`src/hdl/rar_pkg.sv`:
```
package rar_pkg;

   localparam int NUM_ANCHORS = 3;
   localparam int ID_W = 8;
   localparam int IDX_W = 2;
   localparam logic [15:0] RANGE_MAX = 16'hFFFF;
   localparam logic [30:0] ONE_Q30 = 31'h4000_0000;

   // anchor numbers
   localparam logic [ID_W-1:0] ANCHOR_FIRST = 8'd1;
   localparam logic [ID_W-1:0] ANCHOR_SECOND = 8'd2;
   localparam logic [ID_W-1:0] ANCHOR_THIRD = 8'd3;

   // sequencer of the top level
   typedef enum logic [1:0] {
      T_IDLE,
      T_CHECK,
      T_CALC,
      T_HOLD
   } top_state_type;

   // sequencer of the range unit
   typedef enum logic [2:0] {
      U_IDLE,
      U_DIV,
      U_FIX,
      U_EXP,
      U_OUT
   } unit_state_type;

   // 2^(2^-(step+1)) in Q1.30, step 0..15
   function automatic logic [30:0] root_tab(input logic [3:0] step);
      logic [30:0] t;
      case (step)
         4'd0: t = 31'd1518500250;
         4'd1: t = 31'd1276901417;
         4'd2: t = 31'd1170923762;
         4'd3: t = 31'd1121280436;
         4'd4: t = 31'd1097253708;
         4'd5: t = 31'd1085434106;
         4'd6: t = 31'd1079572136;
         4'd7: t = 31'd1076653033;
         4'd8: t = 31'd1075196444;
         4'd9: t = 31'd1074468887;
         4'd10: t = 31'd1074105294;
         4'd11: t = 31'd1073923544;
         4'd12: t = 31'd1073832680;
         4'd13: t = 31'd1073787251;
         4'd14: t = 31'd1073764537;
         4'd15: t = 31'd1073753181;
         default: t = ONE_Q30;
      endcase
      return t;
   endfunction

endpackage

```
`src/hdl/rssi_anchor_ranging_top.sv`:
```
// channel  | ports                                               | direction
// req      | req_valid/ready, anchor_id, rssi, ref_near, ref_far | in
// rsp      | rsp_valid/ready, dist_first/second/third, ref_error | out
// After a report that leaves the store incomplete, the block stays ready.
// Unless the references are equal, a completing report runs the range unit once per anchor:
// 24 divide steps, one fix step, 16 multiply steps and one output step each. The result
// beat is valid after the check state and the third run, or after the check alone with
// equal references. One divider and Q1.30 multiplier in the range unit serve all anchors.
// Reset is synchronous and clears the sequencer and the anchor presence bits.
// While a result waits on rsp_ready, req_ready stays low.
module rssi_anchor_ranging_top #(
   parameter int FRAC_BITS = 8
) (
   input  logic        clock,
   input  logic        reset,
   input  logic        req_valid,
   output logic        req_ready,
   input  logic [7:0]  req_anchor_id,
   input  logic [7:0]  req_rssi,
   input  logic [7:0]  req_ref_near,
   input  logic [7:0]  req_ref_far,
   output logic        rsp_valid,
   input  logic        rsp_ready,
   output logic [15:0] rsp_dist_first,
   output logic [15:0] rsp_dist_second,
   output logic [15:0] rsp_dist_third,
   output logic        rsp_ref_error
);
   import rar_pkg::*;

   top_state_type state_ff, state_in;

   logic [7:0]             rssi_ff [NUM_ANCHORS];
   logic [7:0]             near_ff [NUM_ANCHORS];
   logic [7:0]             far_ff [NUM_ANCHORS];
   logic [NUM_ANCHORS-1:0] present_ff, present_in;
   logic [IDX_W-1:0]       a_ff;
   logic [15:0]            dist_ff [NUM_ANCHORS];
   logic                   err_ff;

   logic                   accept;
   logic                   id_ok;
   logic [IDX_W-1:0]       wr_idx;
   logic [IDX_W-1:0]       sel_idx;
   logic signed [8:0]      den;
   logic signed [8:0]      num;
   logic                   unit_start;
   logic                   unit_done;
   logic [15:0]            unit_dist;
   logic                   last_anchor;

   assign accept = req_valid && req_ready;
   assign id_ok = (req_anchor_id == ANCHOR_FIRST) || (req_anchor_id == ANCHOR_SECOND) ||
                  (req_anchor_id == ANCHOR_THIRD);
   assign wr_idx = IDX_W'(req_anchor_id - 8'd1);
   assign last_anchor = (a_ff == IDX_W'(NUM_ANCHORS - 1));

   // presence update
   always_comb begin
      present_in = present_ff;
      if (accept && id_ok) begin
         if (req_anchor_id == ANCHOR_FIRST) present_in = '0;
         present_in[wr_idx] = 1'b1;
      end
   end

   // anchor 2 is the reference
   always_comb begin
      sel_idx = (state_ff == T_CHECK) ? '0 : a_ff + IDX_W'(1);
      den = $signed({1'b0, far_ff[1]}) - $signed({1'b0, near_ff[1]});
      num = $signed({1'b0, rssi_ff[sel_idx]}) - $signed({1'b0, near_ff[1]});
   end

   // next state
   always_comb begin
      state_in = state_ff;
      case (state_ff)
         T_IDLE: begin
            if (accept && id_ok && (&present_in)) state_in = T_CHECK;
         end
         T_CHECK: state_in = (den == 9'sd0) ? T_HOLD : T_CALC;
         T_CALC: begin
            if (unit_done && last_anchor) state_in = T_HOLD;
         end
         T_HOLD: begin
            if (rsp_ready) state_in = T_IDLE;
         end
         default: state_in = T_IDLE;
      endcase
   end

   // outputs
   always_comb begin
      req_ready = (state_ff == T_IDLE);
      rsp_valid = (state_ff == T_HOLD);
      unit_start = ((state_ff == T_CHECK) && (den != 9'sd0)) ||
                   ((state_ff == T_CALC) && unit_done && !last_anchor);
   end

   assign rsp_dist_first = dist_ff[0];
   assign rsp_dist_second = dist_ff[1];
   assign rsp_dist_third = dist_ff[2];
   assign rsp_ref_error = err_ff;

   rar_range_unit #(
      .FRAC_BITS(FRAC_BITS)
   ) u_range (
      .clock(clock),
      .reset(reset),
      .start(unit_start),
      .num(num),
      .den(den),
      .done(unit_done),
      .range_out(unit_dist)
   );

   always_ff @(posedge clock) begin
      if (reset) begin
         state_ff <= T_IDLE;
         present_ff <= '0;
      end else begin
         state_ff <= state_in;
         present_ff <= present_in;
      end
   end

   // store, anchor count and result
   always_ff @(posedge clock) begin
      if (accept && id_ok) begin
         rssi_ff[wr_idx] <= req_rssi;
         near_ff[wr_idx] <= req_ref_near;
         far_ff[wr_idx] <= req_ref_far;
      end
      if (state_ff == T_CHECK) begin
         a_ff <= '0;
         err_ff <= (den == 9'sd0);
         if (den == 9'sd0) begin
            dist_ff[0] <= '0;
            dist_ff[1] <= '0;
            dist_ff[2] <= '0;
         end
      end
      if ((state_ff == T_CALC) && unit_done) begin
         dist_ff[a_ff] <= unit_dist;
         a_ff <= a_ff + IDX_W'(1);
      end
   end

   assert property (@(posedge clock) disable iff (reset)
      unit_done |-> (state_ff == T_CALC))
      else $error("range unit finished outside a calculation");

   assert property (@(posedge clock) disable iff (reset)
      (rsp_valid && rsp_ref_error) |->
      (rsp_dist_first == 16'd0 && rsp_dist_second == 16'd0 && rsp_dist_third == 16'd0))
      else $error("reference error with nonzero distance");

   assert property (@(posedge clock) disable iff (reset)
      !(req_ready && rsp_valid))
      else $error("request taken while a result waits");

   assert property (@(posedge clock) disable iff (reset)
      (state_ff == T_CHECK) |-> (&present_ff))
      else $error("calculation with incomplete store");

endmodule

```
`src/hdl/rar_range_unit.sv`:
```
module rar_range_unit #(
   parameter int FRAC_BITS = 8
) (
   input  logic              clock,
   input  logic              reset,
   input  logic              start,
   input  logic signed [8:0] num,
   input  logic signed [8:0] den,
   output logic              done,
   output logic [15:0]       range_out
);
   import rar_pkg::*;

   localparam int DIV_STEPS = 24;
   localparam int EXP_STEPS = 16;

   unit_state_type state_ff, state_in;

   logic [7:0]         rem_ff;
   logic [23:0]        quo_ff;
   logic [7:0]         d_ff;
   logic               neg_ff;
   logic [4:0]         cnt_ff;
   logic [15:0]        f_ff;
   logic signed [9:0]  k_ff;
   logic [30:0]        m_ff;

   logic signed [8:0]  num_fix;
   logic [7:0]         num_mag;
   logic [7:0]         den_mag;
   logic [8:0]         div_tmp;
   logic               div_ge;
   logic [8:0]         div_rem;
   logic signed [25:0] quo_fix;
   logic [61:0]        prod;
   logic signed [11:0] kf;
   logic signed [11:0] shamt;
   logic [32:0]        round_sum;
   logic [32:0]        shifted;

   // sign fix so that the divisor is positive
   always_comb begin
      num_fix = (den < 0) ? -num : num;
      num_mag = num_fix[8] ? 8'(-num_fix) : num_fix[7:0];
      den_mag = den[8] ? 8'(-den) : den[7:0];
   end

   // one restoring division step
   always_comb begin
      div_tmp = {rem_ff, quo_ff[23]};
      div_ge = (div_tmp >= {1'b0, d_ff});
      div_rem = div_ge ? (div_tmp - {1'b0, d_ff}) : div_tmp;
   end

   // floor for negative quotients
   always_comb begin
      if (neg_ff) begin
         quo_fix = -($signed({2'b00, quo_ff}) + $signed({25'd0, rem_ff != 8'd0}));
      end else begin
         quo_fix = $signed({2'b00, quo_ff});
      end
   end

   assign prod = m_ff * root_tab(cnt_ff[3:0]);

   // next state
   always_comb begin
      state_in = state_ff;
      case (state_ff)
         U_IDLE: begin
            if (start) state_in = U_DIV;
         end
         U_DIV: begin
            if (cnt_ff == 5'(DIV_STEPS - 1)) state_in = U_FIX;
         end
         U_FIX: state_in = U_EXP;
         U_EXP: begin
            if (cnt_ff == 5'(EXP_STEPS - 1)) state_in = U_OUT;
         end
         U_OUT: begin
            state_in = start ? U_DIV : U_IDLE;
         end
         default: state_in = U_IDLE;
      endcase
   end

   // outputs
   always_comb begin
      done = (state_ff == U_OUT);
   end

   // scale, round and saturate
   always_comb begin
      kf = 12'(k_ff) + 12'(FRAC_BITS);
      shamt = 12'sd30 - kf;
      round_sum = {2'b00, m_ff} + (33'd1 << (shamt[5:0] - 6'd1));
      shifted = round_sum >> shamt[5:0];
      if (kf >= 12'sd16) begin
         range_out = RANGE_MAX;
      end else if (shamt > 12'sd32) begin
         range_out = '0;
      end else if (shifted > 33'(RANGE_MAX)) begin
         range_out = RANGE_MAX;
      end else begin
         range_out = shifted[15:0];
      end
   end

   always_ff @(posedge clock) begin
      if (reset) begin
         state_ff <= U_IDLE;
      end else begin
         state_ff <= state_in;
      end
   end

   // datapath
   always_ff @(posedge clock) begin
      case (state_ff)
         U_IDLE, U_OUT: begin
            if (start) begin
               rem_ff <= '0;
               quo_ff <= {num_mag, 16'h0000};
               d_ff <= den_mag;
               neg_ff <= num_fix[8];
               cnt_ff <= '0;
            end
         end
         U_DIV: begin
            rem_ff <= div_rem[7:0];
            quo_ff <= {quo_ff[22:0], div_ge};
            cnt_ff <= (cnt_ff == 5'(DIV_STEPS - 1)) ? 5'd0 : cnt_ff + 5'd1;
         end
         U_FIX: begin
            k_ff <= quo_fix[25:16];
            f_ff <= quo_fix[15:0];
            m_ff <= ONE_Q30;
            cnt_ff <= '0;
         end
         U_EXP: begin
            if (f_ff[15]) m_ff <= prod[60:30];
            f_ff <= {f_ff[14:0], 1'b0};
            cnt_ff <= cnt_ff + 5'd1;
         end
         default: ;
      endcase
   end

   assert property (@(posedge clock) disable iff (reset)
      (state_ff == U_EXP) |-> (m_ff[30] || m_ff[29]))
      else $error("mantissa left its range");

   assert property (@(posedge clock) disable iff (reset)
      (state_ff == U_DIV) |-> (rem_ff < d_ff))
      else $error("remainder not below divisor");

   assert property (@(posedge clock) disable iff (reset)
      (state_ff == U_FIX) |-> $past(state_ff) == U_DIV)
      else $error("fix step without division");

endmodule

```
`config.mk`:
```
export PLATFORM = sky130hd
export DESIGN_NAME = rssi_anchor_ranging_top
export DESIGN_NICKNAME = d
export VERILOG_FILES = /design/src/hdl/rar_pkg.sv /design/src/hdl/rssi_anchor_ranging_top.sv /design/src/hdl/rar_range_unit.sv
export SDC_FILE = /design/constraint.sdc
export NUM_CORES = 2
export LEC_CHECK = 0
export BUFFER_PORTS_ARGS = -buffer_cell sky130_fd_sc_hd__buf_2
export CAP_MARGIN = 25
export CORE_ASPECT_RATIO = 1.75
export CORE_MARGIN = 3
export CORE_UTILIZATION = 45
export CTS_CLUSTER_DIAMETER = 80
export CTS_CLUSTER_SIZE = 40
export DETAILED_ROUTE_END_ITERATION = 8
export PLACE_DENSITY = 0.65
export SKIP_LAST_GASP = 1
export SLEW_MARGIN = 10
export SYNTH_ARGS = -nofsm -noshare
export SYNTH_HDL_FRONTEND = slang
export SYNTH_HIERARCHICAL = 1
export SYNTH_SLANG_ARGS = --single-unit
```
`constraint.sdc`:
```
create_clock -name clock -period 7.9 [get_ports clock]
set_input_delay 1.58 -clock clock [delete_from_list [all_inputs] [get_ports clock]]
set_output_delay 1.58 -clock clock [all_outputs]
set_load 0.02 [all_outputs]
```
==> run summary <==
Post-synthesis sequential area ratio: 0.144
Hold_ws: 0.515 ns
Leak: 24.7 nW
Worst setup margin: -0.212 ns
Post-synth EDFFs: 194
IO buf count: 86
Die ar.: 106000 µm²
Status: complete, but fails checks
# rows: 154
Net Count, Synth: 6315
Drt first pass iters: 5
Placed cell areas: 49200 µm²
Final Cycle Share: 1.03
Remaining DRCs: 0
DR vias: 36300
Setup TNS: -1.33 ns
Clk_lat worst skew: 0.57 ns
Root Driver: clkbuf_16
Die width: 247 µm
Switching share of power: 0.240
First-pass GRT wire length: 213000 µm
Max Freq: 0.123 GHz
CTS Buf Count: 16
Commonest non-fill, non-tap cell in the layout: inv_1
Remaining antenna violation count after routing: 0
Final Cell Area: 50900 µm²
R2R Path Start: u_range/m_ff[9]
Logic pwr share: 0.007
Area of the core: 101000 µm²
Ys async rst share: 0
Fin nets: 6486
Pre-CTS setup slack: -0.654 ns
Drt via density: 5.50
Worst EP required: 8.19 ns
Max-slew violation count: 0
Power per cell area: 46.2 nW/µm²
Synth cell types: 103
Rel. slew slack: 0.286
CTS tree: built
Number of global-route vias before repair: 39400
Number of max-cap violations: 0
Setup crit start: u_range/m_ff[9]
Net Sw Power: 0.000565 W
#FFs+latches synth: 231
Startpoint Class: flip-flop
Gr ovfl total: 0
Mapped cell area: 45700 µm²
Clock share of power: 0.439
Final WL: 136000 µm
Die height: 428 µm
Wire per inst: 20.6 µm
Critical path endpoint category: flip-flop
Clk pin slew, worst setup/hold paths: 0.12 ns
Final setup viols: 13
R2R depth: 31
Slew of the pin with the lowest slew margin: 1.07 ns
Clock buffer depth: 3
Detailed Place HPWL: 114000 µm
Initial Utilization: 0.454
Ys Warns: 6
RSZ-0062 raised after global routing: true
Reg2Reg Capture Point: u_range/m_ff[26]
Share of cells above drive strength 1: 0.121
Worst IR Drop VDD: 0.305 mV
GP Congestion: 0.967
CP Max Fanout: 4
CTS Sinks: 231
Main synth FF type: edfxtp_1
1st-iter DRT viols: 1708
Slowest cell on the critical path: fa_1
Syn Area/Cell: 9.00 µm²
Hold Fails Final Rpt: 0
Internal power: 0.00179 W
Worst R2R Setup Slack: -0.21 ns
Worst hold start: present_ff[2]
Worst Hold Depth: 2
Overall routing resource usage: 0.263
Number of placed I/O pins: 87
Failing checks: setup timing
Mapped Cells: 5084
Setup CP Type: flip-flop to flip-flop
CP max stage delay: 0.56 ns
Sequential power share: 0.554
Commonest cells after routing, fill and taps aside: inv_1 (983), nand2_1 (845), fa_1 (781)
Hold crit path type: flip-flop to flip-flop
Max Clock Skew: 0.0376 ns
Antenna violations before repair: 1
CP Data Arrival Time: 8.40 ns
N_diodes: 0
Hold EP: present_ff[2]
Pin count of the biggest net entering global routing: 45
CTS H-tree depth: 1
Min Clock Period, post-route: 8.11 ns
Area delta synth->final: 11.3%
critical path, delay by kind of cell (launching register included):
| kind | cells | cell delay, ns |
|---|---|---|
| flops | 1 | 0.44 |
| xor+xnor | 1 | 0.27 |
| simple gates | 4 | 0.39 |
| compound gates | 8 | 1.76 |
| buf+inv | 9 | 0.72 |
| fa+ha+maj | 9 | 4.22 |
per-stage QoR:
step / total power, W / instances / utilization
6_report: 0.00235 / 6591 / 0.505
5_1_grt: 0.00243 / 6591 / 0.505
4_1_cts: 0.00239 / 6586 / 0.503
3_5_place_dp: 0.00135 / 6510 / 0.488
3_3_place_gp: 0.00135 / 6509 / 0.488
2_1_floorplan: 0.00134 / 5084 / -
power groups by stage:
stage / registers [W] / logic (W) / clock network [W]
finish: 0.00130 / 0.0000158 / 0.00103
detailed placement: 0.00133 / 0.0000162 / 0
floorplan: 0.00133 / 0.00000381 / 0
CTS: 0.00130 / 0.0000162 / 0.00107
global placement: 0.00133 / 0.0000156 / 0
global route: 0.00130 / 0.0000178 / 0.00110
area by class of cell:
type | count | area (µm²)
clock inverters | 11 | 245
flip-flops and latches | 231 | 6590
repair buffers | 415 | 3360
fillers | 9447 | 49900
clock buffers | 17 | 425
multi-input cells | 3594 | 34900
well taps | 1326 | 1660
inverters | 997 | 3740
cell usage after synthesis (43+ instances only):
master | number | share of area
inv_1 | 995 | 0.082
nor2_1 | 215 | 0.018
xnor2_1 | 74 | 0.014
nor3_1 | 43 | 0.0047
a21oi_1 | 152 | 0.017
fa_1 | 809 | 0.35
ha_1 | 386 | 0.11
a21o_1 | 51 | 0.0084
clkbuf_1 | 239 | 0.020
nand3_1 | 48 | 0.0053
and2_1 | 301 | 0.041
edfxtp_1 | 194 | 0.13
nand2_1 | 852 | 0.070
o21ai_0 | 111 | 0.012
worst max path at each step:
stage	slack [ns]	endpoint
global placement	-0.61	u_range/m_ff[18]
detailed placement	-0.65	u_range/m_ff[18]
finish	-0.21	u_range/m_ff[26]
global route	-0.46	u_range/m_ff[29]
floorplan	0.0009	u_range/m_ff[30]
CTS	-0.14	u_range/m_ff[26]
cell families (layout without fill, tap and decap cells):
logic type	after synthesis	after routing	share of synthesized area
compound gates	585	585	0.0861
xor+xnor	119	119	0.0235
fa+ha+maj	1195	1195	0.460
buf+inv	1259	1440	0.104
flops	231	231	0.144
mux	67	67	0.0184
simple gates	1628	1628	0.165
per-layer routing:
layer | global-route usage | vias up | share of wire
li1 | - | 16100 | -
met1 | 0.244 | 18300 | 0.31
met2 | 0.508 | 1190 | 0.55
met3 | 0.0255 | 589 | 0.038
met4 | 0.223 | 2 | 0.10
met5 | 0 | - | 0.00012
repair_timing:
action / 4_1_cts / 5_1_grt
pin swaps: 58 / 38
setup buffers: 49 / 10
gates resized for setup: 107 / 49
hold buffers: 0 / 0
setup endpoints to repair: 23 / 25
(Power assumes the default switching activity.)
